[src/sv/chisq_pkg.sv]
// chisq_pkg: shared widths, control structs and constants of the chi-square block
// no dependencies; compiled first

package chisq_pkg;

  // field widths fixed by the interface
  localparam int unsigned SAMPLE_W = 16;
  localparam int unsigned LEN_W    = 17;
  localparam int unsigned CHI_W    = 34;
  localparam int unsigned IDX_W    = 16;
  localparam int unsigned SUMSQ_W  = 33;
  localparam int unsigned SQR_W    = 34;
  localparam int unsigned FRAC_W   = 8;

  // block length limits and reset value
  localparam logic [LEN_W-1:0] LEN_RESET = 17'd1024;
  localparam logic [LEN_W-1:0] LEN_MAX   = 17'd65536;
  localparam logic [LEN_W-1:0] LEN_MIN   = 17'd1;

  // sequencer to histogram
  typedef struct packed {
    logic lookup;
    logic update;
    logic clear;
  } hist_ctrl_t;

  // histogram to sequencer
  typedef struct packed {
    logic clear_last;
  } hist_stat_t;

  // divider status
  typedef struct packed {
    logic busy;
    logic done;
  } div_stat_t;

endpackage

[src/sv/chisq_hist.sv]
// chisq_hist: bin index, histogram memory with read-modify-write and clearing sweep
// depends on chisq_pkg

module chisq_hist import chisq_pkg::*; #(
  parameter int unsigned BINS = 128
) (
  input  logic                clk_i,
  input  logic                rst_ni,
  input  hist_ctrl_t          ctrl_i,
  input  logic [SAMPLE_W-1:0] sample_i,
  output hist_stat_t          stat_o,
  output logic [LEN_W:0]      sq_incr_o
);

  localparam int unsigned BIN_W = $clog2(BINS);
  localparam int unsigned BCW   = $clog2(BINS + 1);
  localparam int unsigned PRD_W = SAMPLE_W + BCW;
  localparam logic [BCW-1:0]   BINS_V   = BCW'(BINS);
  localparam logic [BIN_W-1:0] BIN_LAST = BIN_W'(BINS - 1);

  logic [LEN_W-1:0] mem [BINS];
  logic [LEN_W-1:0] rdata_q;
  logic [BIN_W-1:0] bin_q;
  logic [BIN_W-1:0] clr_addr_q, clr_addr_d;
  logic [PRD_W-1:0] prod;
  logic [BIN_W-1:0] bin_d;
  logic             we;
  logic [BIN_W-1:0] waddr;
  logic [LEN_W-1:0] wdata;

  // bin = (sample * BINS) >> 16
  assign prod  = PRD_W'(sample_i) * PRD_W'(BINS_V);
  assign bin_d = prod[SAMPLE_W +: BIN_W];

  // write port: clearing sweep or count increment
  assign we    = ctrl_i.clear | ctrl_i.update;
  assign waddr = ctrl_i.clear ? clr_addr_q : bin_q;
  assign wdata = ctrl_i.clear ? '0 : rdata_q + LEN_W'(1);

  always_ff @(posedge clk_i) begin
    if (we) begin
      mem[waddr] <= wdata;
    end
    if (ctrl_i.lookup) begin
      rdata_q <= mem[bin_d];
      bin_q   <= bin_d;
    end
  end

  // clearing address walks the memory once
  always_comb begin
    clr_addr_d = clr_addr_q;
    if (ctrl_i.clear) begin
      clr_addr_d = (clr_addr_q == BIN_LAST) ? '0 : clr_addr_q + BIN_W'(1);
    end
  end

  always_ff @(posedge clk_i or negedge rst_ni) begin
    if (!rst_ni) begin
      clr_addr_q <= '0;
    end else begin
      clr_addr_q <= clr_addr_d;
    end
  end

  assign stat_o.clear_last = ctrl_i.clear && (clr_addr_q == BIN_LAST);

  // a hit on a bin holding c adds 2c+1 to the sum of squares
  assign sq_incr_o = {rdata_q, 1'b1};

endmodule

[config.mk]
export PLATFORM = sky130hd
export DESIGN_NAME = chisq_hist
export DESIGN_NICKNAME = d
export VERILOG_FILES = /design/src/sv/chisq_pkg.sv /design/src/sv/chisq_hist.sv
export SDC_FILE = /design/constraint.sdc
export NUM_CORES = 2
export LEC_CHECK = 0
export BUFFER_PORTS_ARGS = -buffer_cell sky130_fd_sc_hd__buf_2
export CORE_ASPECT_RATIO = 1.75
export CORE_UTILIZATION = 40
export CTS_CLUSTER_SIZE = 12
export DETAILED_ROUTE_END_ITERATION = 6
export PLACE_DENSITY = 0.62
export RECOVER_POWER = 25
export SLEW_MARGIN = 20
export SYNTH_ARGS = -nofsm -noshare
export SYNTH_HDL_FRONTEND = slang
export SYNTH_SLANG_ARGS = --single-unit
[constraint.sdc]
create_clock -name clk_i -period 7.3 [get_ports clk_i]
set_clock_uncertainty 0.15 [all_clocks]
set_input_delay 1.46 -clock clk_i [delete_from_list [all_inputs] [get_ports clk_i]]
set_output_delay 1.46 -clock clk_i [all_outputs]
set_load 0.005 [all_outputs]
# After elaboration in Yosys (flattened, before gate mapping)
# Memories as Yosys holds them, arrays and structs flattened. A register that Yosys moved wholly into a read port is not among the register bits.
# Cells that the tools add are included.
[word_totals]
reg_bits = 14
latchBits = 0
ram_bits = 2176
mem_bits_ro = 0
inputBits = 21
output_inout_bits = 19
word_cells = 13
mem_count = 1
[op_classes]
add_sub_neg = 2
multipliers = 0
div = 0
n_lt_le_gt_ge = 0
n_eq_ne = 1
shifts = 0
mux = 5
bitwise_logic = 1
reduce_logical = 1
[memory_table]
columns = ["memory", "depth", "width", "rd", "rd_clocked_by_memory_dff", "wr", "line_no", "rtl"]
rows = [
  ["mem", 128, 17, 1, 1, 1, "chisq_hist.sv:21", "logic [LEN_W-1:0] mem [BINS];"],
]
[ops]
columns = ["cell", "count"]
rows = [
  ["$add 17x1->17 const B", 1],
  ["$mux 17", 1],
  ["$mux 7", 2],
  ["$add 7x1->7 const B", 1],
  ["$eq 7x7->1 const B", 1],
  ["$mux 1", 2],
  ["$logic_and 1x1->1", 1],
  ["$or 1x1->1", 1],
]

# Longest topological paths before layout
[depth]
word_depth = 3
mapped_depth = 8
ltp_nobuf = 5

# Least setup slack after synthesis
# OpenSTA, ideal clock, no wires.
[synth_timing]
path_type = "in2reg"
start = "input port ctrl_i[0] in the netlist's numbering"
end = "memory mem[0][15] (data pin)"
setup_ns = 0.890
arrival_time_ns = 5.741
t_required_ns = 6.260
path_slack_ns = 0.519
stages = 5
n_path_buf = 4
path_cell_list = "buf_1 > clkbuf_1 > clkbuf_1 > buf_1 > a21oi_1"
[synth_via]
elab_chain_len = 1
[synth_lines]
columns = ["element", "line_no", "rtl"]
rows = [
  ["from (decl)", "chisq_hist.sv:9", "input hist_ctrl_t ctrl_i,"],
  ["$mux 17", "chisq_hist.sv:38", "assign wdata = ctrl_i.clear ? '0 : rdata_q + LEN_W'(1);"],
  ["via wdata[15]", "chisq_hist.sv:29", "logic [LEN_W-1:0] wdata;"],
  ["to (decl)", "chisq_hist.sv:21", ""],
]
# The timed path passes the listed nets, and every way through them passes these cells.

# Worst setup path after layout
[layout_timing]
start = "input port ctrl_i[0] in the netlist's numbering"
end = "memory mem[100][4], enable pin"
[layout_via]
elab_chain_len = 3
elab_cells_between_ends = 4
cone_classes = "mux (3); bitwise (1)"
[layout_lines]
columns = ["element", "line_no", "rtl"]
rows = [
  ["$or 1x1->1", "chisq_hist.sv:36", "assign we = ctrl_i.clear | ctrl_i.update;"],
  ["$mux 1", "chisq_hist.sv:41", "if (we) begin"],
  ["$mux 1 (not written as such)", "chisq_hist.sv:42", "mem[waddr] <= wdata;"],
]
# Parallel ways exist; a longest one is shown, timed or not.

==> reports/qor.yml <==
die:
  core_sq_um: 210000
  die_w_um: 350
  start_util_pct: 40.2
  std_cell_rows: 223
  die_area_sq_um: 213000
  pin_count: 40
  fp.dieH_um: 610
global_routing:
  grt_use_total_pct: 19.9
  grt-ovfl-total: 0
  grt_pass1_wl_um: 297000
  grt_max_degree: 113
  grt_antenna_before_repair: 12
  grt_pass1_vias: 39800
final_layout:
  stdcell_count: 6504
  synthToLayoutAreaGrowth_pct: 12.5
  nNetsFinal: 3688
  drive_above_1_share_pct: 35.3
sta:
  min_period_ps: 5570
  maxSlewViolCount: 681
  tightest_slew_ps: 3640
  fin_setup_tns_ps: 0
  hold_slack_ps: 395
  rsz0062_at_grt: "false"
  slew_headroom_pct: -143
  setup_viol: 0
  fmax_mhz: 180
  finalCritPeriodShare_pct: 76.3
  finalHoldViolations: 0
clock_tree:
  h-tree-depth: 4
  cts_tree: "yes"
  clkLatencyLatePin_ps: 840
  clk_path_buf_depth: 4
  cts_buffers: 210
  clock-sinks: 2207
  cts.clk_slew.worst_paths_ps: 60
  cts_resized: 0
  post_cts_buffers: 0
  holdBufCountCts: 0
  root_buffer: "clkbuf_16"
route:
  totalWireLength_um: 210000
  wl_per_cell_um: 32.3
  drt_pre_antenna_iters: 5
  drc_errors: 0
  vias_per_cell: 5.80
  num_vias: 37700
  ant_nets: 0
  drtIter0Drc: 4000
worst_setup_path:
  start_kind: "input pin"
  cp_slowest_cell: "clkbuf_1"
  critical_path.max_fanout: 30
  timing.rr.end: "mem[0][14]"
  crit_family: "buffers and inverters"
  r2r_slack_ps: 2460
  critPathKind: "in -> reg"
  r2r-start: "rdata_q[1]"
  r2r_cells: 6
  crit_cells: 6
  max_stage_delay_ps: 1320
  worstPathCellList: "clkbuf_1 -> clkbuf_1 -> a22o_1 -> nand3_1 -> nor2_2 -> buf_4"
  critical_path.most_common_cell: "clkbuf_1"
  critical_path.endpoint: "mem[100][4]"
  startpoint: "ctrl_i[0]"
  arrival_ps: 5930
  cp_num_buf_inv: 3
  end_kind: "flip-flop"
  cp.required_ps: 7660
job:
  cap_violations: 17
logic_synthesis:
  yosys_warnings: 0
  ys_ff_latch: 2207
  synth_xor_area_share_pct: 0.114
  synthArstFlopShare_pct: 0.317
  syn_inst: 3392
  syn_area_sq_um: 84600
  syn-num-nets: 3415
  synth-edff-count: 2200
  muxShareOfSynthArea_pct: 19.3
  synth-simple-area-share_pct: 1.11
  syn_area_per_cell_sq_um: 24.9
  ys_seq_area_share_pct: 78.3
  ys_types: 35
  synth_flop_cell: "edfxtp_1"
  synth_top_family_by_area: "multiplexers"
  synth_compound_area_share_pct: 0.229
  yosys.area_share.adder_pct: 0.0296
placed_design:
  hpwlAfterDp_um: 121000
  numPortBuffers: 29
  dp.cells: 6259
  globalplace.congestion: 0.801
power:
  ir_drop_v: 0.000175
  power.density_nw_per_um2: 270
  power_leakage_nw: 29.1
status:
  outcome: "finished with violations"
  violations: "capacitance limit, slew limit"
min_path:
  min_path_type: "in -> async"
worst register-to-register path, cell delays in order (launching register included):
cell and delay [ps]:
edfxtp_1 480, ha_1 240, and2_0 490, nand4_1 410
or4_1 510, a21oi_1 1370, buf_6 770
routing by layer:
layer,global-route usage (%),wire (um),vias to the layer above,share of wire [%]
met4,10.3,12100,10,5.8
met2,35.1,112000,1349,53
met3,2.62,11900,408,5.7
met5,0,69,-,0.033
li1,-,-,15100,-
met1,23.6,74100,20800,35
per-stage QoR:
stage                     utilization, %  power [mW]  instance area [sq um]  setup slack [ps]
after global routing                45.2        26.3                  95200              1610
after detailed placement            42.7        16.5                  89900              1960
final                               45.3        25.7                  95200              1730
after global placement              42.7        16.4                  89800              1970
after floorplan                        -        15.7                  84600               519
after CTS                           45.3        25.9                  95300              2840
state kept, by name, indices dropped and copies added (netlist names):
name / count
bin_q: 7
rdata_q: 17
mem: 2176
clr_addr_q: 7
where the power goes:
part | total (mW) | internal, mW | switching, mW
combinational | 1.83 | 0.604 | 1.23
clock | 9.44 | 5.11 | 4.33
sequential | 14.4 | 14.3 | 0.0646
cells in the final DEF (no fill, tap or decap), types with 3 or more instances in the layout:
cell       count
a21oi_4        6
a22o_1         3
a32o_1         3
and3_1         3
buf_12        19
buf_2         20
buf_4        176
buf_6          3
buf_8          3
clkbuf_1      31
clkbuf_16    212
dfrtp_1        7
diode_2        7
edfxtp_1    2200
inv_1          8
mux2_2        18
mux2i_1        3
mux4_2       714
nand2_1       27
nand2b_1       4
nand3_1       18
nand3b_1       3
nand4_1        6
nor2_1        21
nor2_2       104
nor2_4        18
o21ai_0       10
o31ai_1        4
or3_1          3
or4_1          4
xnor2_1        6
xor2_1         5
worst min path at each step:
stage                  startpoint             to  cells after the start
finish                     rst_ni  clr_addr_q[6]                      1
global route               rst_ni  clr_addr_q[3]                      1
CTS                        rst_ni  clr_addr_q[3]                      1
detailed placement  clr_addr_q[6]  clr_addr_q[6]                      1
global placement    clr_addr_q[4]  clr_addr_q[4]                      1
floorplan           clr_addr_q[4]  clr_addr_q[4]                      1
cell usage after synthesis (4+ instances only):
cell type / instances / area, sq um
a21oi_1: 7 / 35.0
buf_1: 25 / 93.8
buf_2: 38 / 190
buf_4: 7 / 52.6
clkbuf_1: 106 / 398
dfrtp_1: 7 / 175
edfxtp_1: 2200 / 66100
inv_1: 8 / 30.0
mux2_2: 18 / 203
mux4_2: 714 / 16100
nand2_1: 27 / 101
nand2b_1: 4 / 25.0
nand3_1: 20 / 100
nand4_1: 6 / 37.5
nor2_1: 143 / 537
o21ai_0: 10 / 50.1
o31ai_1: 4 / 30.0
or4_1: 4 / 30.0
xnor2_1: 6 / 52.6
xor2_1: 5 / 43.8
area by class of cell:
cell class / count / area, sq um
fillers: 17300 / 115000
flip-flops and latches: 2207 / 66200
multi-input cells: 999 / 18000
clock buffers: 226 / 5360
well taps: 2812 / 3520
repair buffers: 239 / 1950
clock inverters: 6 / 46.3
inverters: 8 / 30.0
diodes: 7 / 17.5
logic make-up (layout without fill, tap and decap cells):
group	after synthesis	in the layout
AOI/OAI and AO/OA	30	30
xor gates and xnor gates	11	11
adders and majority gates	2	2
buffers and inverters	186	479
DFF	2207	2207
muxes	735	735
other	1	8
and+or+nand+nor	220	220
(Power assumes the default switching activity.)
